### config.mk
export PLATFORM = sky130hd
export DESIGN_NAME = ordered_list_engine_flat
export DESIGN_NICKNAME = d
export VERILOG_FILES = /design/src/hdl/ole_pkg.sv /design/src/hdl/ole_ifs.sv /design/src/hdl/ordered_list_engine.sv /design/src/hdl/ole_datapath.sv /design/src/hdl/ole_ctrl.sv /design/src/flat_wrapper.sv
export VERILOG_INCLUDE_DIRS = /design/src /design/src/hdl
export SDC_FILE = /design/constraint.sdc
export NUM_CORES = 1
export LEC_CHECK = 0
export BUFFER_PORTS_ARGS = -buffer_cell sky130_fd_sc_hd__buf_4
export CORE_ASPECT_RATIO = 1.4
export CORE_UTILIZATION = 56
export DETAILED_ROUTE_END_ITERATION = 8
export PLACE_DENSITY_LB_ADDON = 0.3
export SLEW_MARGIN = 0
export SYNTH_ARGS = -nofsm -noshare
export SYNTH_HDL_FRONTEND = slang
export SYNTH_SLANG_ARGS = --single-unit
export TNS_END_PERCENT = 1
### constraint.sdc
create_clock -name clk -period 4.3 [get_ports clk]
set_input_delay 0.43 -clock clk [delete_from_list [all_inputs] [get_ports clk]]
set_output_delay 0.43 -clock clk [all_outputs]
set_load 0.03 [all_outputs]
### src/hdl/ordered_list_engine_assert.svh
// assertion macros for the ordered list engine
`ifndef ORDERED_LIST_ENGINE_ASSERT_SVH
`define ORDERED_LIST_ENGINE_ASSERT_SVH

// same-cycle implication, sampled on clk, off while rst_n is low
`define OLE_ASSERT_IMPL(lbl, ante, cons, msg) \
  lbl: assert property (@(posedge clk) disable iff (!rst_n) (ante) |-> (cons)) \
    else $error(msg);

// next-cycle implication, sampled on clk, off while rst_n is low
`define OLE_ASSERT_NEXT(lbl, ante, cons, msg) \
  lbl: assert property (@(posedge clk) disable iff (!rst_n) (ante) |=> (cons)) \
    else $error(msg);

`endif

### src/hdl/ole_pkg.sv
// shared constants, codes and control types of the ordered list engine
`default_nettype none

package ole_pkg;

  localparam int CAPACITY_DEF = 16;

  localparam int REQ_W    = 3;
  localparam int VALUE_W  = 32;
  localparam int POS_W    = 7;
  localparam int STATUS_W = 3;
  localparam int COUNT_W  = 7;

  localparam logic [REQ_W-1:0] REQ_INS_FRONT = 3'd0;
  localparam logic [REQ_W-1:0] REQ_INS_BACK  = 3'd1;
  localparam logic [REQ_W-1:0] REQ_INS_POS   = 3'd2;
  localparam logic [REQ_W-1:0] REQ_DEL_FRONT = 3'd3;
  localparam logic [REQ_W-1:0] REQ_DEL_BACK  = 3'd4;
  localparam logic [REQ_W-1:0] REQ_DEL_VALUE = 3'd5;
  localparam logic [REQ_W-1:0] REQ_READ_ALL  = 3'd6;

  localparam logic [STATUS_W-1:0] ST_OK       = 3'd0;
  localparam logic [STATUS_W-1:0] ST_EMPTY    = 3'd1;
  localparam logic [STATUS_W-1:0] ST_FULL     = 3'd2;
  localparam logic [STATUS_W-1:0] ST_NOTFOUND = 3'd3;
  localparam logic [STATUS_W-1:0] ST_BADPOS   = 3'd4;

  typedef enum logic [2:0] {
    PTR_HOLD,
    PTR_ZERO,
    PTR_COUNT,
    PTR_LAST,
    PTR_INC,
    PTR_DEC
  } ptr_op_t;

  typedef enum logic [1:0] {
    RD_NONE,
    RD_PTR,
    RD_PTR_M1,
    RD_PTR_P1
  } rd_op_t;

  typedef enum logic [1:0] {
    WR_NONE,
    WR_RDATA,
    WR_VALUE
  } wr_op_t;

  typedef enum logic [1:0] {
    CNT_HOLD,
    CNT_INC,
    CNT_DEC
  } cnt_op_t;

  typedef struct packed {
    logic                cap;
    ptr_op_t             ptr_op;
    rd_op_t              rd_op;
    wr_op_t              wr_op;
    cnt_op_t             cnt_op;
    logic                out_load;
    logic                out_read;
    logic [STATUS_W-1:0] out_status;
  } ole_cmd_t;

  typedef struct packed {
    logic [REQ_W-1:0] req;
    logic             empty;
    logic             full;
    logic             bad_pos;
    logic             ptr_gt_idx;
    logic             more_after;
    logic             ptr_last;
    logic             match;
    logic             out_free;
  } ole_stat_t;

endpackage

`default_nettype wire

### src/hdl/ole_ifs.sv
// request and result channel interfaces of the ordered list engine
`default_nettype none

interface ole_in_if;
  logic                                valid;
  logic                                ready;
  logic        [ole_pkg::REQ_W-1:0]    req_type;
  logic signed [ole_pkg::VALUE_W-1:0]  value;
  logic        [ole_pkg::POS_W-1:0]    position;

  modport source (output valid, req_type, value, position, input ready);
  modport sink (input valid, req_type, value, position, output ready);
endinterface

interface ole_out_if;
  logic                                valid;
  logic                                ready;
  logic        [ole_pkg::STATUS_W-1:0] status;
  logic signed [ole_pkg::VALUE_W-1:0]  read_value;
  logic                                last;
  logic        [ole_pkg::COUNT_W-1:0]  entry_count;

  modport source (output valid, status, read_value, last, entry_count, input ready);
  modport sink (input valid, status, read_value, last, entry_count, output ready);
endinterface

`default_nettype wire

### src/hdl/ordered_list_engine.sv
// Top level of the ordered list engine: a bounded list of signed 32-bit values.
// in_chan carries one request word (req_type, value, position); out_chan gives
// result words (status, read_value, last, entry_count), with last high on the
// final word of each request. Both channels move a word when valid and ready
// are high at a rising clk edge.
// A request is taken only while the controller is idle. It is checked in the
// check state; an insert then shifts the entries behind its target one place
// back through the entry memory, each moved entry read and then written, and a
// delete shifts the entries behind it forward the same way. Delete by value
// first reads and compares the entries from the front until one matches. Read
// all reads each entry and gives it as a result word, waiting while out_chan is
// not free. Once a result is loaded the engine is idle again, so the next
// request can be taken while that word may still wait at out_chan.
// If out_chan stalls, the engine still takes one more request and works it
// through, then waits in front of its first result word with in_chan not ready
// until the pending word leaves. rst_n (synchronous, active low) empties the
// list and drops any pending word at once; the entry memory is not cleared.
`default_nettype none

module ordered_list_engine #(
  parameter int CAPACITY = ole_pkg::CAPACITY_DEF
) (
  input  wire logic  clk,
  input  wire logic  rst_n,
  ole_in_if.sink     in_chan,
  ole_out_if.source  out_chan
);

  ole_pkg::ole_cmd_t  cmd;
  ole_pkg::ole_stat_t stat;

  ole_ctrl u_ctrl (
    .clk      (clk),
    .rst_n    (rst_n),
    .in_valid (in_chan.valid),
    .in_ready (in_chan.ready),
    .stat     (stat),
    .cmd      (cmd)
  );

  ole_datapath #(
    .CAPACITY (CAPACITY)
  ) u_datapath (
    .clk             (clk),
    .rst_n           (rst_n),
    .cmd             (cmd),
    .stat            (stat),
    .in_req_type     (in_chan.req_type),
    .in_value        (in_chan.value),
    .in_position     (in_chan.position),
    .out_ready       (out_chan.ready),
    .out_valid       (out_chan.valid),
    .out_status      (out_chan.status),
    .out_read_value  (out_chan.read_value),
    .out_last        (out_chan.last),
    .out_entry_count (out_chan.entry_count)
  );

endmodule

`default_nettype wire

### src/hdl/ole_datapath.sv
// entry memory, count, walk pointer, request capture and result register
`default_nettype none
`include "ordered_list_engine_assert.svh"

module ole_datapath #(
  parameter int CAPACITY = ole_pkg::CAPACITY_DEF
) (
  input  wire logic                                clk,
  input  wire logic                                rst_n,
  input  wire ole_pkg::ole_cmd_t                   cmd,
  output ole_pkg::ole_stat_t                       stat,
  input  wire logic        [ole_pkg::REQ_W-1:0]    in_req_type,
  input  wire logic signed [ole_pkg::VALUE_W-1:0]  in_value,
  input  wire logic        [ole_pkg::POS_W-1:0]    in_position,
  input  wire logic                                out_ready,
  output logic                                     out_valid,
  output logic             [ole_pkg::STATUS_W-1:0] out_status,
  output logic signed      [ole_pkg::VALUE_W-1:0]  out_read_value,
  output logic                                     out_last,
  output logic             [ole_pkg::COUNT_W-1:0]  out_entry_count
);

  localparam int AW = (CAPACITY > 1) ? $clog2(CAPACITY) : 1;
  localparam int CW = $clog2(CAPACITY + 1);
  localparam int PW = ole_pkg::POS_W + 1;
  localparam logic [CW-1:0] CAP_C = CW'(CAPACITY);

  logic        [ole_pkg::REQ_W-1:0]    req_r;
  logic signed [ole_pkg::VALUE_W-1:0]  value_r;
  logic        [ole_pkg::POS_W-1:0]    pos_r;

  logic        [CW-1:0]                count_r, count_nxt;
  logic        [CW-1:0]                ptr_r, ptr_nxt;
  logic        [CW-1:0]                ptr_p1;
  logic        [CW-1:0]                ins_idx;
  logic        [PW-1:0]                pos_ext, lim_ext;

  logic signed [ole_pkg::VALUE_W-1:0]  mem [CAPACITY];
  logic signed [ole_pkg::VALUE_W-1:0]  rdata_r;
  logic signed [ole_pkg::VALUE_W-1:0]  wr_data;
  logic        [AW-1:0]                rd_addr;
  logic                                rd_en, wr_en;

  logic                                out_valid_r;
  logic        [ole_pkg::STATUS_W-1:0] out_status_r;
  logic signed [ole_pkg::VALUE_W-1:0]  out_value_r;
  logic                                out_last_r;
  logic        [ole_pkg::COUNT_W-1:0]  out_count_r;

  // request capture
  always_ff @(posedge clk) begin
    if (cmd.cap) begin
      req_r   <= in_req_type;
      value_r <= in_value;
      pos_r   <= in_position;
    end
  end

  assign ptr_p1  = CW'(ptr_r + CW'(1));
  assign pos_ext = PW'(pos_r);
  assign lim_ext = PW'(count_r) + PW'(1);

  always_comb begin
    priority if (req_r == ole_pkg::REQ_INS_FRONT) begin
      ins_idx = '0;
    end else if (req_r == ole_pkg::REQ_INS_BACK) begin
      ins_idx = count_r;
    end else begin
      ins_idx = CW'(pos_r - ole_pkg::POS_W'(1));
    end
  end

  always_comb begin
    stat.req        = req_r;
    stat.empty      = (count_r == '0);
    stat.full       = (count_r == CAP_C);
    stat.bad_pos    = (pos_r == '0) || (pos_ext > lim_ext);
    stat.ptr_gt_idx = (ptr_r > ins_idx);
    stat.more_after = (ptr_p1 < count_r);
    stat.ptr_last   = (ptr_p1 == count_r);
    stat.match      = (rdata_r == value_r);
    stat.out_free   = !out_valid_r || out_ready;
  end

  always_comb begin
    unique case (cmd.ptr_op)
      ole_pkg::PTR_HOLD:  ptr_nxt = ptr_r;
      ole_pkg::PTR_ZERO:  ptr_nxt = '0;
      ole_pkg::PTR_COUNT: ptr_nxt = count_r;
      ole_pkg::PTR_LAST:  ptr_nxt = CW'(count_r - CW'(1));
      ole_pkg::PTR_INC:   ptr_nxt = ptr_p1;
      ole_pkg::PTR_DEC:   ptr_nxt = CW'(ptr_r - CW'(1));
      default:            ptr_nxt = ptr_r;
    endcase
  end

  always_comb begin
    unique case (cmd.cnt_op)
      ole_pkg::CNT_HOLD: count_nxt = count_r;
      ole_pkg::CNT_INC:  count_nxt = CW'(count_r + CW'(1));
      ole_pkg::CNT_DEC:  count_nxt = CW'(count_r - CW'(1));
      default:           count_nxt = count_r;
    endcase
  end

  always_ff @(posedge clk) begin
    if (!rst_n) begin
      count_r <= '0;
      ptr_r   <= '0;
    end else begin
      count_r <= count_nxt;
      ptr_r   <= ptr_nxt;
    end
  end

  // entry memory, one write and one registered read per cycle
  always_comb begin
    rd_en = (cmd.rd_op != ole_pkg::RD_NONE);
    unique case (cmd.rd_op)
      ole_pkg::RD_PTR:    rd_addr = ptr_r[AW-1:0];
      ole_pkg::RD_PTR_M1: rd_addr = AW'(ptr_r - CW'(1));
      ole_pkg::RD_PTR_P1: rd_addr = ptr_p1[AW-1:0];
      default:            rd_addr = ptr_r[AW-1:0];
    endcase
    wr_en   = (cmd.wr_op != ole_pkg::WR_NONE);
    wr_data = (cmd.wr_op == ole_pkg::WR_VALUE) ? value_r : rdata_r;
  end

  always_ff @(posedge clk) begin
    if (wr_en) begin
      mem[ptr_r[AW-1:0]] <= wr_data;
    end
    if (rd_en) begin
      rdata_r <= mem[rd_addr];
    end
  end

  // result register
  always_ff @(posedge clk) begin
    if (!rst_n) begin
      out_valid_r <= 1'b0;
    end else if (cmd.out_load) begin
      out_valid_r <= 1'b1;
    end else if (out_ready) begin
      out_valid_r <= 1'b0;
    end
  end

  always_ff @(posedge clk) begin
    if (cmd.out_load) begin
      out_status_r <= cmd.out_status;
      out_value_r  <= cmd.out_read ? rdata_r : '0;
      out_last_r   <= cmd.out_read ? stat.ptr_last : 1'b1;
      out_count_r  <= ole_pkg::COUNT_W'(count_r);
    end
  end

  assign out_valid       = out_valid_r;
  assign out_status      = out_status_r;
  assign out_read_value  = out_value_r;
  assign out_last        = out_last_r;
  assign out_entry_count = out_count_r;

  `OLE_ASSERT_IMPL(a_count_bound, 1'b1, count_r <= CAP_C, "entry count above capacity")
  `OLE_ASSERT_IMPL(a_no_grow_full, cmd.cnt_op == ole_pkg::CNT_INC, count_r < CAP_C, "insert into full list")
  `OLE_ASSERT_IMPL(a_no_shrink_empty, cmd.cnt_op == ole_pkg::CNT_DEC, count_r != '0, "delete from empty list")
  `OLE_ASSERT_IMPL(a_no_overwrite, cmd.out_load, !out_valid_r || out_ready, "result word overwritten")
  `OLE_ASSERT_NEXT(a_read_in_range, cmd.rd_op == ole_pkg::RD_PTR, stat.ptr_last || stat.more_after, "read beyond list end")

endmodule

`default_nettype wire

### src/hdl/ole_ctrl.sv
// controller state machine sequencing checks, shifts, search and read out
`default_nettype none

module ole_ctrl (
  input  wire logic               clk,
  input  wire logic               rst_n,
  input  wire logic               in_valid,
  output logic                    in_ready,
  input  wire ole_pkg::ole_stat_t stat,
  output ole_pkg::ole_cmd_t       cmd
);

  typedef enum logic [3:0] {
    S_IDLE,
    S_CHECK,
    S_INS_RD,
    S_INS_WR,
    S_DEL_RD,
    S_DEL_WR,
    S_SRCH_RD,
    S_SRCH_CMP,
    S_RD_RD,
    S_RD_OUT,
    S_EMIT
  } state_t;

  state_t                         state_r, state_nxt;
  logic [ole_pkg::STATUS_W-1:0]   st_r, st_nxt;

  always_comb begin
    state_nxt      = state_r;
    st_nxt         = st_r;
    cmd.cap        = 1'b0;
    cmd.ptr_op     = ole_pkg::PTR_HOLD;
    cmd.rd_op      = ole_pkg::RD_NONE;
    cmd.wr_op      = ole_pkg::WR_NONE;
    cmd.cnt_op     = ole_pkg::CNT_HOLD;
    cmd.out_load   = 1'b0;
    cmd.out_read   = 1'b0;
    cmd.out_status = st_r;

    unique case (state_r)
      S_IDLE: begin
        if (in_valid) begin
          cmd.cap   = 1'b1;
          state_nxt = S_CHECK;
        end
      end
      S_CHECK: begin
        st_nxt    = ole_pkg::ST_OK;
        state_nxt = S_EMIT;
        unique case (stat.req)
          ole_pkg::REQ_INS_FRONT, ole_pkg::REQ_INS_BACK: begin
            if (stat.full) begin
              st_nxt = ole_pkg::ST_FULL;
            end else begin
              cmd.ptr_op = ole_pkg::PTR_COUNT;
              state_nxt  = S_INS_RD;
            end
          end
          ole_pkg::REQ_INS_POS: begin
            priority if (stat.bad_pos) begin
              st_nxt = ole_pkg::ST_BADPOS;
            end else if (stat.full) begin
              st_nxt = ole_pkg::ST_FULL;
            end else begin
              cmd.ptr_op = ole_pkg::PTR_COUNT;
              state_nxt  = S_INS_RD;
            end
          end
          ole_pkg::REQ_DEL_FRONT, ole_pkg::REQ_DEL_BACK: begin
            if (stat.empty) begin
              st_nxt = ole_pkg::ST_EMPTY;
            end else begin
              cmd.ptr_op = (stat.req == ole_pkg::REQ_DEL_FRONT) ?
                           ole_pkg::PTR_ZERO : ole_pkg::PTR_LAST;
              state_nxt  = S_DEL_RD;
            end
          end
          ole_pkg::REQ_DEL_VALUE: begin
            if (stat.empty) begin
              st_nxt = ole_pkg::ST_EMPTY;
            end else begin
              cmd.ptr_op = ole_pkg::PTR_ZERO;
              state_nxt  = S_SRCH_RD;
            end
          end
          ole_pkg::REQ_READ_ALL: begin
            if (stat.empty) begin
              st_nxt = ole_pkg::ST_EMPTY;
            end else begin
              cmd.ptr_op = ole_pkg::PTR_ZERO;
              state_nxt  = S_RD_RD;
            end
          end
          default: begin
            st_nxt = ole_pkg::ST_OK;
          end
        endcase
      end
      S_INS_RD: begin
        if (stat.ptr_gt_idx) begin
          cmd.rd_op = ole_pkg::RD_PTR_M1;
          state_nxt = S_INS_WR;
        end else begin
          cmd.wr_op  = ole_pkg::WR_VALUE;
          cmd.cnt_op = ole_pkg::CNT_INC;
          state_nxt  = S_EMIT;
        end
      end
      S_INS_WR: begin
        cmd.wr_op  = ole_pkg::WR_RDATA;
        cmd.ptr_op = ole_pkg::PTR_DEC;
        state_nxt  = S_INS_RD;
      end
      S_DEL_RD: begin
        if (stat.more_after) begin
          cmd.rd_op = ole_pkg::RD_PTR_P1;
          state_nxt = S_DEL_WR;
        end else begin
          cmd.cnt_op = ole_pkg::CNT_DEC;
          st_nxt     = ole_pkg::ST_OK;
          state_nxt  = S_EMIT;
        end
      end
      S_DEL_WR: begin
        cmd.wr_op  = ole_pkg::WR_RDATA;
        cmd.ptr_op = ole_pkg::PTR_INC;
        state_nxt  = S_DEL_RD;
      end
      S_SRCH_RD: begin
        cmd.rd_op = ole_pkg::RD_PTR;
        state_nxt = S_SRCH_CMP;
      end
      S_SRCH_CMP: begin
        priority if (stat.match) begin
          state_nxt = S_DEL_RD;
        end else if (stat.ptr_last) begin
          st_nxt    = ole_pkg::ST_NOTFOUND;
          state_nxt = S_EMIT;
        end else begin
          cmd.ptr_op = ole_pkg::PTR_INC;
          state_nxt  = S_SRCH_RD;
        end
      end
      S_RD_RD: begin
        cmd.rd_op = ole_pkg::RD_PTR;
        state_nxt = S_RD_OUT;
      end
      S_RD_OUT: begin
        if (stat.out_free) begin
          cmd.out_load   = 1'b1;
          cmd.out_read   = 1'b1;
          cmd.out_status = ole_pkg::ST_OK;
          if (stat.ptr_last) begin
            state_nxt = S_IDLE;
          end else begin
            cmd.ptr_op = ole_pkg::PTR_INC;
            state_nxt  = S_RD_RD;
          end
        end
      end
      S_EMIT: begin
        if (stat.out_free) begin
          cmd.out_load = 1'b1;
          state_nxt    = S_IDLE;
        end
      end
      default: begin
        state_nxt = S_IDLE;
      end
    endcase
  end

  always_ff @(posedge clk) begin
    if (!rst_n) begin
      state_r <= S_IDLE;
      st_r    <= ole_pkg::ST_OK;
    end else begin
      state_r <= state_nxt;
      st_r    <= st_nxt;
    end
  end

  assign in_ready = (state_r == S_IDLE);

endmodule

`default_nettype wire

### src/flat_wrapper.sv
// flat-port wrapper written by rule: the top's interface ports become plain ports
module ordered_list_engine_flat 
#(
  parameter int CAPACITY = ole_pkg::CAPACITY_DEF
)
  (clk, rst_n, in_chan_valid, in_chan_req_type, in_chan_value, in_chan_position, in_chan_ready, out_chan_valid, out_chan_status, out_chan_read_value, out_chan_last, out_chan_entry_count, out_chan_ready);
  ole_in_if in_chan_i ();
  ole_out_if out_chan_i ();
  input  wire logic clk;
  input  wire logic rst_n;
  input wire logic [$bits(in_chan_i.valid)-1:0] in_chan_valid;
  input wire logic [$bits(in_chan_i.req_type)-1:0] in_chan_req_type;
  input wire logic [$bits(in_chan_i.value)-1:0] in_chan_value;
  input wire logic [$bits(in_chan_i.position)-1:0] in_chan_position;
  output wire logic [$bits(in_chan_i.ready)-1:0] in_chan_ready;
  output wire logic [$bits(out_chan_i.valid)-1:0] out_chan_valid;
  output wire logic [$bits(out_chan_i.status)-1:0] out_chan_status;
  output wire logic [$bits(out_chan_i.read_value)-1:0] out_chan_read_value;
  output wire logic [$bits(out_chan_i.last)-1:0] out_chan_last;
  output wire logic [$bits(out_chan_i.entry_count)-1:0] out_chan_entry_count;
  input wire logic [$bits(out_chan_i.ready)-1:0] out_chan_ready;
  assign in_chan_i.valid = in_chan_valid;
  assign in_chan_i.req_type = in_chan_req_type;
  assign in_chan_i.value = in_chan_value;
  assign in_chan_i.position = in_chan_position;
  assign in_chan_ready = in_chan_i.ready;
  assign out_chan_valid = out_chan_i.valid;
  assign out_chan_status = out_chan_i.status;
  assign out_chan_read_value = out_chan_i.read_value;
  assign out_chan_last = out_chan_i.last;
  assign out_chan_entry_count = out_chan_i.entry_count;
  assign out_chan_i.ready = out_chan_ready;
  ordered_list_engine #(.CAPACITY(CAPACITY)) u_core (.clk(clk), .rst_n(rst_n), .in_chan(in_chan_i), .out_chan(out_chan_i));
endmodule
=== Yosys cells after proc, flatten, opt, wreduce, memory -nomap -nowiden ===
Memories as Yosys holds them, arrays and structs flattened. A register that Yosys moved wholly into a read port is not among the register bits.
Cells that the tools add are included.

* Output and inout bits: 45
* Bits in registers: 101
* Word-level logic and storage cells: 134
* Memories kept: 1
* Input port bits: 46
* Bits in writable memories: 512

{| class="wikitable"
|+ Memories
! memory !! words !! bits a word !! rd ports !! clocked after Yosys merged registers in !! wr ports !! RTL line !! text
|-
| u_core.u_datapath.mem || 16 || 32 || 1 || 1 || 1 || ole_datapath.sv:38 || <nowiki>logic signed [ole_pkg::VALUE_W-1:0] mem [CAPACITY];</nowiki>
|}

* Add/sub/neg operators: 6
* Multiplexer cells: 56
* $lt $le $gt $ge: 3
* Reduce and logical (&&, ||, !) cells: 21
* Equality and inequality tests: 35

{| class="wikitable"
|+ Operators by type and width
! operator !! count
|-
| 2-to-1 mux 4 bit || 14
|-
| one-hot mux 4 bit (11 select lines) || 1
|-
| == test 32 bit || 1
|-
| 2-to-1 mux 32 bit || 1
|-
| one-hot mux 5 bit (5 select lines) || 1
|-
| 2-to-1 mux 3 bit || 8
|-
| one-hot mux 4 bit (5 select lines) || 1
|-
| one-hot mux 3 bit (3 select lines) || 2
|-
| == test 4 x 3 -> 1 bit, second input constant || 4
|-
| 2-to-1 mux 2 bit || 8
|-
| == test 3 bit, second input constant || 5
|-
| 2-to-1 mux 5 bit || 3
|-
| one-hot mux 3 bit (5 select lines) || 1
|-
| subtractor 5 x 1 -> 5 bit, second input constant || 3
|-
| == test 3 x 2 -> 1 bit, second input constant || 4
|-
| == test 4 bit, second input constant || 3
|-
| one-hot mux 3 bit (4 select lines) || 1
|-
| adder 5 x 1 -> 5 bit, second input constant || 2
|-
| one-hot mux 5 bit (2 select lines) || 1
|-
| OR reduction 2 bit || 5
|-
| 2-to-1 mux 1 bit || 9
|-
| == test 2 bit, second input constant || 4
|-
| == test 4 x 2 -> 1 bit, second input constant || 2
|-
| != test 2 bit, second input constant || 4
|-
| 26 further kinds || 33
|}

=== Logic depth before layout (Yosys ltp) ===
Gate-level depths: netlist of run 1.

* Word-level depth: 9
* Depth in mapped cells: 18
* Mapped depth without buffers: 16

=== Hierarchy ===
A second synthesis of run 1 with hierarchy kept.

* Cells, all modules: 2359
* Area total of the unflattened synthesis: 31655.4 um2

{| class="wikitable"
|+ By module, submodules not included
! module !! cells each !! sequential area each (um2) !! area each (um2) !! times used
|-
| ole_datapath || 2249 || 19048.3 || 30858.3 || 1
|-
| ole_ctrl || 110 || 140.1 || 797.0 || 1
|}

=== Worst setup path before layout of run 1 ===
OpenSTA, ideal clock, no wires.

* Path type: register to register
* Start: register u_core.u_datapath.req_r[2] (netlist bit)
* End: memory u_core.u_datapath.mem[6][0] (netlist bit), enable pin
* Clock period less this slack: 4.320 ns
* Data arrival time: 3.899 ns
* Data required time: 3.879 ns
* Slack: -0.020 ns
* Cell stages (with the launch flop): 13
* Buffers on the path: 1
* Library setup time: 0.421 ns
* Cells stage by stage: edfxtp_1 > buf_1 > nor2_1 > nor2_1 > a31oi_1 > ha_1 > and4_1 > a21o_1 > o21ai_0 > nand2_1 > o21ai_0 > nand2_1 > nor2_1

* Longest elaborated chain between the ends: 9
* Elaborated cells on any way between the ends: 10
* Classes of those cells: order compare: 1; eq/ne: 1; mux: 6; reduce/logical: 2

{| class="wikitable"
|+ RTL lines
! element !! RTL line !! text
|-
| from (decl) || ole_datapath.sv:28 || <nowiki>logic [ole_pkg::REQ_W-1:0] req_r;</nowiki>
|-
| from (signal assigned) || ole_datapath.sv:53 || <nowiki>req_r <= in_req_type;</nowiki>
|-
| == test 3 x 1 -> 1 bit || ole_datapath.sv:66 || <nowiki>end else if (req_r == ole_pkg::REQ_INS_BACK) begin</nowiki>
|-
| 2-to-1 mux 5 bit || ole_datapath.sv:66 ||
|-
| 2-to-1 mux 5 bit * || ole_datapath.sv:64 || <nowiki>priority if (req_r == ole_pkg::REQ_INS_FRONT) begin</nowiki>
|-
| greater-than comparator 5 bit * || ole_datapath.sv:78 || <nowiki>stat.ptr_gt_idx = (ptr_r > ins_idx);</nowiki>
|-
| 2-to-1 mux 4 bit * || ole_ctrl.sv:102 || <nowiki>if (stat.ptr_gt_idx) begin</nowiki>
|-
| one-hot mux 2 bit (2 select lines) * || ole_ctrl.sv:42 || <nowiki>unique case (state_r)</nowiki>
|-
| nonzero test 2 bit * || ole_datapath.sv:125 || <nowiki>wr_en = (cmd.wr_op != ole_pkg::WR_NONE);</nowiki>
|-
| 2-to-1 mux 1 bit * || ole_datapath.sv:130 || <nowiki>if (wr_en) begin</nowiki>
|-
| 2-to-1 mux 1 bit (implied by the code) * || ole_datapath.sv:131 || <nowiki>mem[ptr_r[AW-1:0]] <= wr_data;</nowiki>
|-
| to (decl) || ole_datapath.sv:38 ||
|}

Every way passes the cells marked *; elsewhere a longest branch is shown, timed or not.

=== Worst setup path after layout of run 1 ===
* Start: register u_core.u_datapath.pos_r[0] (netlist bit)
* End: register u_core.u_datapath.rdata_r[26] (netlist bit) (read register of u_core.u_datapath.mem) (data pin)

* Longest elaborated chain between the ends: 8
* Elaborated cells on any way between the ends: 10
* Classes of those cells: add/sub: 1; order compare: 1; eq/ne: 2; mux: 5; reduce/logical: 1

{| class="wikitable"
|+ RTL lines
! element !! RTL line !! text
|-
| from (decl) || ole_datapath.sv:30 || <nowiki>logic [ole_pkg::POS_W-1:0] pos_r;</nowiki>
|-
| from (signal assigned) || ole_datapath.sv:55 || <nowiki>pos_r <= in_position;</nowiki>
|-
| subtractor 5 x 1 -> 5 bit * || ole_datapath.sv:69 || <nowiki>ins_idx = CW'(pos_r - ole_pkg::POS_W'(1));</nowiki>
|-
| 2-to-1 mux 5 bit * || ole_datapath.sv:66 ||
|-
| 2-to-1 mux 5 bit * || ole_datapath.sv:64 ||
|-
| greater-than comparator 5 bit * || ole_datapath.sv:78 ||
|-
| 2-to-1 mux 2 bit * || ole_ctrl.sv:102 ||
|-
| one-hot mux 2 bit (3 select lines) * || ole_ctrl.sv:42 ||
|-
| == test 2 bit || ole_datapath.sv:119 || <nowiki>unique case (cmd.rd_op)</nowiki>
|-
| one-hot mux 4 bit (2 select lines) || ole_datapath.sv:119 ||
|-
| to (decl) || ole_datapath.sv:39 || <nowiki>logic signed [ole_pkg::VALUE_W-1:0] rdata_r;</nowiki>
|}

Marks and branches as above.
A chain may end at the register's enable or synchronous reset.

==> run metrics, run 1 <==
status finished, final reports clean; initial core utilization 56.8%; Tot Pwr 0.0195 W; post-route minimum period 4040 ps; slowest cell on the critical path a221o_1; sequential fraction of design power ~45%; switching power 0.00641 W; mapped cell area between 20000 and 30000 sq um; die height 261 um; share of cells above drive strength 1 16.0%; CP Data Arrival Time around 4400 ps; Die W about 190 um; I/O pins a little over 90; routability cong. 0.884; clock sinks 645; setup tns final 0 ps; crit-path most repeated cell ha_1; HPWL Detailed 38500 um; PD cells approximately 630 nW/um^2; # DRC 0; CTS Root Cell clkbuf_16; DR vias/cell 6.08; hold crit path type input port to flip-flop; register area share after synthesis 71.8%; Clock Skews roughly 21 ps; Post-Synth Simple-Gate Area 13.0%; RSZ-0062 raised after global routing no; port bufs 88; Cell Chain, Critical Path inv_1, ha_1, nand2_1, xor2_1, nor2_1, a31oi_1, ha_1, and4_1, a21bo_2, a21oi_2, a221o_1, nand3_1, nor2_4, buf_4, a32o_1, nor3_2; Peak supply drop 0.427 mV; Startpoint Class flip-flop; TritonCTS Buffers 57; H-tree Lvls 2; Static Leak approximately 11 nW; Worst Path Class, Setup flip-flop to flip-flop; CP max FO 10; routed via count about 17k; Rows 94; final hold viol count 0; M3 GR Usage 3.62%; flops & latches, synth around 650; cell taking the most area after synthesis edfxtp_1; die area 48600 sq um; Post-Syn Instances 1927; Post-synth EDFFs around 630; CP Capture Type flip-flop; clk_lat worst skew 610 ps; antenna violation net count after detailed routing 0; Iteration-0 DRC Markers 1712; initial antenna violation count 0; Post-Synth XOR/XNOR Area 1.64%; core area 47000 sq um; clock share of power 25.6%; CTS max path bufs 3; busiest grt layer met2; Synth area leaders edfxtp_1, nand2_1, mux2i_1; FFs w/ async S/R, synth 0%; Unique masters post-synth around 70; cell internal pwr around 0.013 W; met1 Use GR 33.5%; Req. time, crit path 4640 ps; total gr overflow 0; Synth Area in Adders ~1.2%; warnings from Yosys 0; multiplexer share of the synthesized area 4.00%; CTS tree done; commonest cells in the netlist edfxtp_1, nand2_1, nor2_1, nand3_1, mux2i_1; Synth-to-Final Area Change 15.5%; first-pass GRT wire length 99200 um; number of global-route vias before repair 16.6k; average cell area after synthesis 13.9 sq um; top cell type's share of synthesized area approximately 70%; Setup Viol. Count Final 0; fin crit share 93.9%; switching portion of total power between 30% and 40%; CTS clk-pin slew, worst paths 60 ps; Max Freq 248 MHz; largest family of logic cells by synthesized area simple AND/OR/NAND/NOR gates; max-slew violations 0; combinational power share 29.7%; final net count 2152; Routed wire per std cell 24.1 um; Rel. slew slack 26.1%; pin count of the biggest net entering global routing about 120; met2 usage in global routing 48.5%; DRT Pass-1 Iters 5; Max-Cap Viols 0; most frequent cell after synthesis edfxtp_1; compound-gate portion of the synthesized area 6.12%; crit-path max cell delay 500 ps; GR Util All Layers a little over a quarter; Worst-Margin Slew around 1100 ps; final WL about 66000 um; Fillers 3305; Most used DFF post-synth edfxtp_1
[sequential cells by signal (all words and copies together), names as in the netlist, 5 cells and up]
signal                             count
u_core.u_datapath.out_entry_count      5
u_core.u_datapath.pos_r                7
u_core.u_datapath.out_read_value      32
u_core.u_datapath.rdata_r             32
u_core.u_datapath.count_r              5
u_core.u_datapath.mem                512
u_core.u_datapath.value_r             32
u_core.u_datapath.ptr_r                5
[through the flow]
stage	cells	worst slack, ps	hold WS (ps)	utilization [%]	cell area, sq um
after global placement	2604	453	500	61.0	28700
after detailed placement	2604	243	529	61.0	28700
after floorplan	1928	-20.3	406	-	26700
after global routing	2744	43.3	4.24	65.6	30900
final	2746	262	10.5	65.6	30900
after CTS	2742	239	0.0422	65.6	30900
[cells in the final DEF (no fill, tap or decap), types with 11 or more instances in the layout]
cell	n
inv_1	21
clkbuf_1	13
and2_1	36
nor2_1	125
mux2_2	32
clkinv_1	11
a32oi_1	32
nand2_1	379
nor3_2	32
nand3_1	107
clkbuf_16	57
buf_4	135
buf_12	23
o22ai_1	38
mux2i_1	71
xnor2_1	46
dfxtp_1	18
o21ai_0	24
a21oi_1	21
dlygate4sd3_1	39
nor2b_1	11
nor2_4	20
a32o_1	32
edfxtp_1	627
ha_1	26
nand4_1	12
[cells by family after synthesis]
kind of cell | count (synthesis)
compound gates | 215
xor+xnor | 50
fa+ha+maj | 26
buf+inv | 125
flops | 645
mux | 103
other cells | 1
simple gates | 762
[critical path: cells and delay by family (launching register included)]
family | cells | cell delay (ps)
AND/OR/NAND/NOR | 6 | 920
flip-flops | 1 | 400
AO/OA/AOI/OAI | 5 | 1420
XOR/XNOR | 1 | 160
buffers and inverters | 2 | 390
adder cells (fa/ha/maj) | 2 | 480
[power groups by stage]
stage | clock network, W | registers (W) | logic (W)
floorplan | 0 | 0.00871 | 0.00381
global placement | 0 | 0.00880 | 0.00545
detailed placement | 0 | 0.00881 | 0.00566
CTS | 0.00502 | 0.00869 | 0.00572
global route | 0.00525 | 0.00874 | 0.00622
finish | 0.00499 | 0.00871 | 0.00578
[cell type report]
class	count	area [sq um]	area share, %
diodes	2	5.00	0.0162
clock buffers	70	1480	4.78
clock inverters	29	308	0.997
inverters	21	78.8	0.255
multi-input cells	1158	7180	23.2
flip-flops and latches	645	19200	62.1
well taps	624	781	2.53
repair buffers	197	1860	6.04
[per-layer routing]
metal,vias to the layer above,wire (um)
met3,194,4790
met5,-,0
met4,0,3260
met2,790,33500
li1,7442,-
met1,8278,24500
[path summary, 6_finish.rpt]
path,cells after the start,slack [ps],to,startpoint
worst max-delay path,16,260,u_core.u_datapath.rdata_r[26]$_DFFE_PP_,u_core.u_datapath.pos_r[0]$_DFFE_PP_
worst min-delay path,1,10,u_core.u_datapath.req_r[1]$_DFFE_PP_,in_chan_req_type[1]
worst max register to register,16,260,u_core.u_datapath.rdata_r[26]$_DFFE_PP_,u_core.u_datapath.pos_r[0]$_DFFE_PP_
worst min register to register,2,540,u_core.u_ctrl.st_r[1]$_SDFFE_PN0P_,u_core.u_ctrl.st_r[1]$_SDFFE_PN0P_
[what timing repair did]
action                                  CTS  global route
endpoints found under the hold margin    39             0
gates resized for setup                   0             1
hold buffers                             39             0
endpoints found under the setup margin    0             4
setup buffers                             0             2
Power figures use the tool's default switching activity.
==> inputs of run 2 (changes only) <==
--- a/config.mk
+++ b/config.mk
@@ -8,7 +8,8 @@
 export LEC_CHECK = 0
 export BUFFER_PORTS_ARGS = -buffer_cell sky130_fd_sc_hd__buf_4
 export CORE_ASPECT_RATIO = 1.4
-export CORE_UTILIZATION = 56
+export CORE_UTILIZATION = 58
+export CTS_BUF_LIST = sky130_fd_sc_hd__clkbuf_2 sky130_fd_sc_hd__clkbuf_4 sky130_fd_sc_hd__clkbuf_8
 export DETAILED_ROUTE_END_ITERATION = 8
 export PLACE_DENSITY_LB_ADDON = 0.3
 export SLEW_MARGIN = 0
==> run 2 against run 1 <==
Compared with the run above: register-to-register slack hardly changed; routed wire length is 1.8% higher; hold slack better by 65 ps; total power is 0.30% higher; clock power is 2% higher; flip-flop and latch count stayed put; highest routed layer unchanged.
==> run metrics, run 2 (synthesis gave the netlist of run 1 again) <==
status finished, final reports clean; GR Util All Layers 29.4% (+2.0 points); Synth-to-Final Area Change 16.0%; PD cells 629 nW/um^2 (-0.19%); final WL 67200 um (+1.8%); CP max FO 20 (+10); HPWL Detailed 40000 um (+4.0%); clock sinks 645 (unchanged); setup tns final 0 ps (unchanged); Static Leak 10.8 nW (+1.8%); die height 256 um (-1.7%); hold crit path type input port to flip-flop; setup slack, reg-to-reg 260 ps (about the same); CTS Root Cell clkbuf_8; Max-Cap Viols 0 (unchanged); core area 45200 sq um (-3.8%); # DRC 0 (unchanged); Max Freq 247 MHz (-0.13%); CTS max path bufs 3 (unchanged); pin count of the biggest net entering global routing 89 (-23%); final net count 2197 (+2.1%); first-pass GRT wire length 101000 um (+2.3%); Worst Path Class, Setup flip-flop to flip-flop; Die W 183 um (-1.7%); Routed wire per std cell 23.9 um (-0.83%); initial antenna violation count 1 (+1); fin util 68.6% (+3.0 points); Clock Skews 40.0 ps (+18.7 ps); DRT Pass-1 Iters 5 (unchanged); number of global-route vias before repair 17.2k (+3.9%); commonest non-fill, non-tap cell in the layout edfxtp_1; DR vias/cell 6.03 (-0.88%); port bufs 88 (unchanged); CTS clk-pin slew, worst paths 70 ps (about the same); Worst-Margin Slew 1120 ps (+19.4 ps); post-route minimum period 4040 ps (+5.07 ps); fin crit share 94.0% (+0.12 points); Post-Place Setup Slack 350 ps (+108 ps); Rows 92 (-2.1%); clk_lat worst skew 700 ps (+90 ps); CP Capture Type flip-flop; Setup Viol. Count Final 0 (unchanged); Startpoint Class flip-flop; Peak supply drop 0.482 mV (+13%); commonest non-fill, non-tap cells in the layout edfxtp_1, nand2_1, buf_4; Rel. slew slack 24.8% (-1.3 points); CTS tree done; share of cells above drive strength 1 19.2% (+3.2 points); final hold viol count 0 (unchanged); routed via count 17.0k (+1.7%); max-slew violations 0 (unchanged); RSZ-0062 raised after global routing no; post-CTS sizing 0 (unchanged); total gr overflow 0 (unchanged); routability cong. 0.909 (+2.9%); Req. time, crit path 4740 ps (+100 ps); max reg flops 512 (unchanged); TritonCTS Buffers 96 (+68%); I/O pins 91 (unchanged); initial core utilization 59.1% (+2.3 points); H-tree Lvls 3 (+1); die area 47000 sq um (-3.4%); antenna violation net count after detailed routing 0 (unchanged); CP Data Arrival Time 4490 ps (+110 ps); Setup WS post-layout 257 ps (-5.07 ps); Iteration-0 DRC Markers 1683 (-1.7%)
run 2: cell count changes in the layout (fill, tap and decap cells not counted), moves of 2 or more:
cell / before / now
clkbuf_8: 0 / 97
clkbuf_16: 57 / 0
clkbuf_4: 0 / 37
clkbuf_1: 13 / 0
clkinv_1: 11 / 21
buf_4: 135 / 144
buf_12: 23 / 17
clkinv_2: 7 / 11
dlygate4sd3_1: 39 / 42
inv_12: 0 / 2
run 2: critical path, stage by stage (launching register included):
cell      delay [ps]
edfxtp_1         400
inv_1            130
ha_1             220
nand2_1           80
xor2_1           160
nor2_1            50
a31oi_1          150
ha_1             270
and4_1           220
a21oi_1          360
a21oi_2          170
a221o_1          530
a211oi_4         310
buf_4            370
nand3_1          140
nand3_1          150
nor3_2            50
run 2: what timing repair did:
item                      in CTS  in global routing
hold buffers                  42                  0
hold endpoints to repair      42                  0
setup buffers                  0                  0
run 2: final cells by class:
type / instances / area (sq um)
antenna: 2 / 5.00
clock buffer: 134 / 1610
clock inverter: 44 / 364
fill: 3012 / 14200
inverter: 21 / 78.8
multi-input combinational: 1158 / 7170
sequential: 645 / 19200
tap: 611 / 764
timing repair buffer: 203 / 1840
run 2: worst paths after layout:
kind / from / end / depth (start not counted)
setup / recovery: u_core.u_datapath.pos_r[0]$_DFFE_PP_ / u_core.u_datapath.rdata_r[16]$_DFFE_PP_ / 16
hold / removal: rst_n / u_core.u_datapath.ptr_r[3]$_SDFFE_PN0P_ / 2
setup reg to reg: u_core.u_datapath.pos_r[0]$_DFFE_PP_ / u_core.u_datapath.rdata_r[16]$_DFFE_PP_ / 16
hold reg to reg: u_core.u_ctrl.st_r[0]$_SDFFE_PN0P_ / u_core.u_ctrl.st_r[0]$_SDFFE_PN0P_ / 2
run 2: power breakdown:
part	switching (W)	total, W	leakage (nW)	internal (W)
clock network	0.00234	0.00509	1.04	0.00275
registers	0.000358	0.00869	5.81	0.00833
logic	0.00386	0.00575	3.99	0.00190
run 2: per-stage QoR:
| step | hold WS [ps] | std cells | power [W] | cell area (sq um) |
|---|---|---|---|---|
| 6_report | 75.3 | 2818 | 0.0195 | 31000 |
| 5_1_grt | 73.4 | 2817 | 0.0204 | 31000 |
| 4_1_cts | 41.3 | 2816 | 0.0195 | 31000 |
| 3_5_place_dp | 505 | 2596 | 0.0145 | 28600 |
| 3_3_place_gp | 502 | 2596 | 0.0142 | 28600 |
| 2_1_floorplan | 406 | 1928 | 0.0125 | 26700 |
run 2: routing by layer:
metal,GRT usage [%],share of wire [%],vias up
met2,50.3,51,870
met4,14.2,4.0,0
met1,36.1,37,8362
met5,0,0,-
met3,4.72,8.1,182
li1,-,-,7577
==> inputs of run 3 (changes only) <==
--- a/config.mk
+++ b/config.mk
@@ -6,7 +6,7 @@
 export SDC_FILE = /design/constraint.sdc
 export NUM_CORES = 1
 export LEC_CHECK = 0
-export BUFFER_PORTS_ARGS = -buffer_cell sky130_fd_sc_hd__buf_4
+export BUFFER_PORTS_ARGS = -buffer_cell sky130_fd_sc_hd__buf_2
 export CORE_ASPECT_RATIO = 1.4
 export CORE_UTILIZATION = 58
 export CTS_BUF_LIST = sky130_fd_sc_hd__clkbuf_2 sky130_fd_sc_hd__clkbuf_4 sky130_fd_sc_hd__clkbuf_8
==> run 3 against run 2 <==
Compared with the run above: utilization is 0.24 points lower; critical endpoint is now u_core.u_datapath.rdata_r[23]$_DFFE_PP_; flip-flop and latch count stayed put; routed wire length is 1.6% lower; clock skew hardly changed; critical path type unchanged; global-route usage is 0.80 points lower; combinational power is 4.0% higher; die area stayed put; fmax is 1.1% higher; largest power group unchanged; largest cell class unchanged; sequential power hardly changed.
==> run metrics, run 3 (synthesis gave the netlist of run 1 again) <==
Die W 183 um (unchanged); H-tree Lvls 3 (unchanged); Max Freq 250 MHz (+1.1%); port bufs 88 (unchanged); total gr overflow 0 (unchanged); Rows 92 (unchanged); routed via count 17.1k (+0.68%); PD cells 624 nW/um^2 (-0.82%); Iteration-0 DRC Markers 1758 (+4.5%); die area 47000 sq um (unchanged); Worst Hold End u_core.u_ctrl.state_r[3]$_SDFFE_PN0P_; initial antenna violation count 1 (unchanged); Worst Path Class, Setup flip-flop to flip-flop; antenna violation net count after detailed routing 0 (unchanged); setup slack, reg-to-reg 300 ps (+40 ps); final WL 66200 um (-1.6%); Max-Cap Viols 0 (unchanged); Startpoint Class flip-flop; WHS Path Cells 3 (+1); post-route minimum period 4000 ps (-42.2 ps); CP max FO 26 (+30%); hold_sp in_chan_valid; clk_lat worst skew 690 ps (about the same); DR vias/cell 6.04 (+0.25%); Req. time, crit path 4710 ps (-30 ps); Rel. slew slack 26.3% (+1.4 points); Setup Viol. Count Final 0 (unchanged); Static Leak 10.8 nW (-0.24%); Clock Skews 39.8 ps (-0.162 ps); commonest non-fill, non-tap cell in the layout edfxtp_1; Worst-Margin Slew 1100 ps (-21.5 ps); I/O pins 91 (unchanged); final non-filler cell total 2830 (+0.43%); share of cells above drive strength 1 19.7% (+0.44 points); CTS tree done; clock sinks 645 (unchanged); met2 usage in global routing 47.9% (-2.4 points); hold crit path type input port to flip-flop; post-CTS sizing 0 (unchanged); Post-Place Setup Slack 353 ps (+2.65 ps); Setup WS post-layout 299 ps (+42.2 ps); Cells after DPL 2618 (+0.85%); core area 45200 sq um (unchanged); first-pass GRT wire length 98500 um (-2.9%); pin count of the biggest net entering global routing 44 (-51%); initial core utilization 59.1% (unchanged); max-slew violations 0 (unchanged); Routed wire per std cell 23.4 um (-2.0%); HPWL Detailed 39700 um (-0.71%); Peak supply drop 0.360 mV (-25%); final hold viol count 0 (unchanged); fin crit share 93.0% (-0.98 points); final net count 2215 (+0.82%); commonest non-fill, non-tap cells in the layout edfxtp_1, nand2_1, nor2_1; GR Util All Layers 28.6% (-0.80 points); DRT Pass-1 Iters 6 (+1); RSZ-0062 raised after global routing no; CTS Root Cell clkbuf_8; Reg2Reg Depth 16 (unchanged); final instance area 30900 sq um (-0.35%); number of global-route vias before repair 17.2k (-0.21%); routability cong. 0.916 (+0.71%); CP Capture Type flip-flop; max reg flops 512 (unchanged); CTS clk-pin slew, worst paths 60 ps (about the same); met1 Use GR 35.0% (-1.1 points); # DRC 0 (unchanged); DP Area 28700 sq um (+0.33%); Crit Reg-Reg Startpoint u_core.u_datapath.pos_r[0]$_DFFE_PP_; Synth-to-Final Area Change 15.6%; CTS max path bufs 3 (unchanged); die height 256 um (unchanged); M3 GR Usage 5.62% (+0.90 points); status finished, final reports clean; TritonCTS Buffers 92 (-4.2%); CP Data Arrival Time 4410 ps (-80 ps); capturing point of the worst reg2reg path u_core.u_datapath.rdata_r[23]$_DFFE_PP_; busiest grt layer met2
==> run 3: changes by cell type in the layout (fill, tap and decap cells not counted), sizes merged <==
cell / delta
buf: +22
clkbuf: -14
clkinv: +9
bufinv: -4
inv: -1
==> run 3: power breakdown <==
group | leakage [nW] | switching (W) | internal, W | total, W
registers | 5.81 | 0.000352 | 0.00833 | 0.00868
clock network | 0.944 | 0.00229 | 0.00235 | 0.00464
logic | 4.06 | 0.00393 | 0.00205 | 0.00598
total | 10.8 | 0.00657 | 0.0127 | 0.0193
==> run 3: per-stage QoR <==
step	total power (W)	util (%)	hold slack, ps	setup TNS, ps
final	0.0193	68.3	112	0
after floorplan	0.0125	-	406	-6780
after global routing	0.0201	68.3	125	0
after global placement	0.0145	63.5	501	0
after detailed placement	0.0147	63.5	520	0
after CTS	0.0193	68.3	75.9	0
==> run 3: worst max-delay path, stage by stage (launching register included) <==
cell,delay (ps)
edfxtp_1,410
inv_1,150
ha_1,210
nand2_1,80
xor2_1,140
nor2_1,100
a31oi_1,60
ha_1,330
and4_1,220
a21oi_1,360
a21oi_2,170
a221o_1,530
a211oi_4,390
buf_12,250
a32oi_1,130
nand3_1,140
nor3_2,60
==> run 3: layer usage <==
metal	wire [um]	up-vias
met2	33200	893
met4	2810	0
met1	24500	8438
li1	-	7598
met5	0	-
met3	5690	177
==> run 3: area by class of cell <==
class                   instances  area (sq um)
well taps                     611           764
fillers                      3015         14300
clock inverters                48           279
clock buffers                 120          1500
multi-input cells            1158          7170
flip-flops and latches        645         19200
repair buffers                225          1940
diodes                          2          5.00
inverters                      21          78.8
==> run 3: repair_timing <==
item / CTS / global route
hold buffers: 42 / 0
endpoints found under the hold margin: 42 / 0
setup buffers: 0 / 0
==> run 3: how the worst max path moves through the flow <==
stage	from	to	slack, ps	cells past startpoint
6_report	u_core.u_datapath.pos_r[0]$_DFFE_PP_	u_core.u_datapath.rdata_r[23]$_DFFE_PP_	300	16
5_1_grt	u_core.u_datapath.pos_r[0]$_DFFE_PP_	u_core.u_datapath.rdata_r[14]$_DFFE_PP_	80	16
4_1_cts	u_core.u_datapath.pos_r[0]$_DFFE_PP_	u_core.u_datapath.rdata_r[28]$_DFFE_PP_	300	16
3_5_place_dp	u_core.u_datapath.pos_r[0]$_DFFE_PP_	u_core.u_datapath.rdata_r[14]$_DFFE_PP_	350	16
3_3_place_gp	u_core.u_datapath.pos_r[0]$_DFFE_PP_	u_core.u_datapath.rdata_r[31]$_DFFE_PP_	480	16
2_1_floorplan	u_core.u_datapath.req_r[2]$_DFFE_PP_	u_core.u_datapath.mem[6][0]$_DFFE_PP_	-20	12
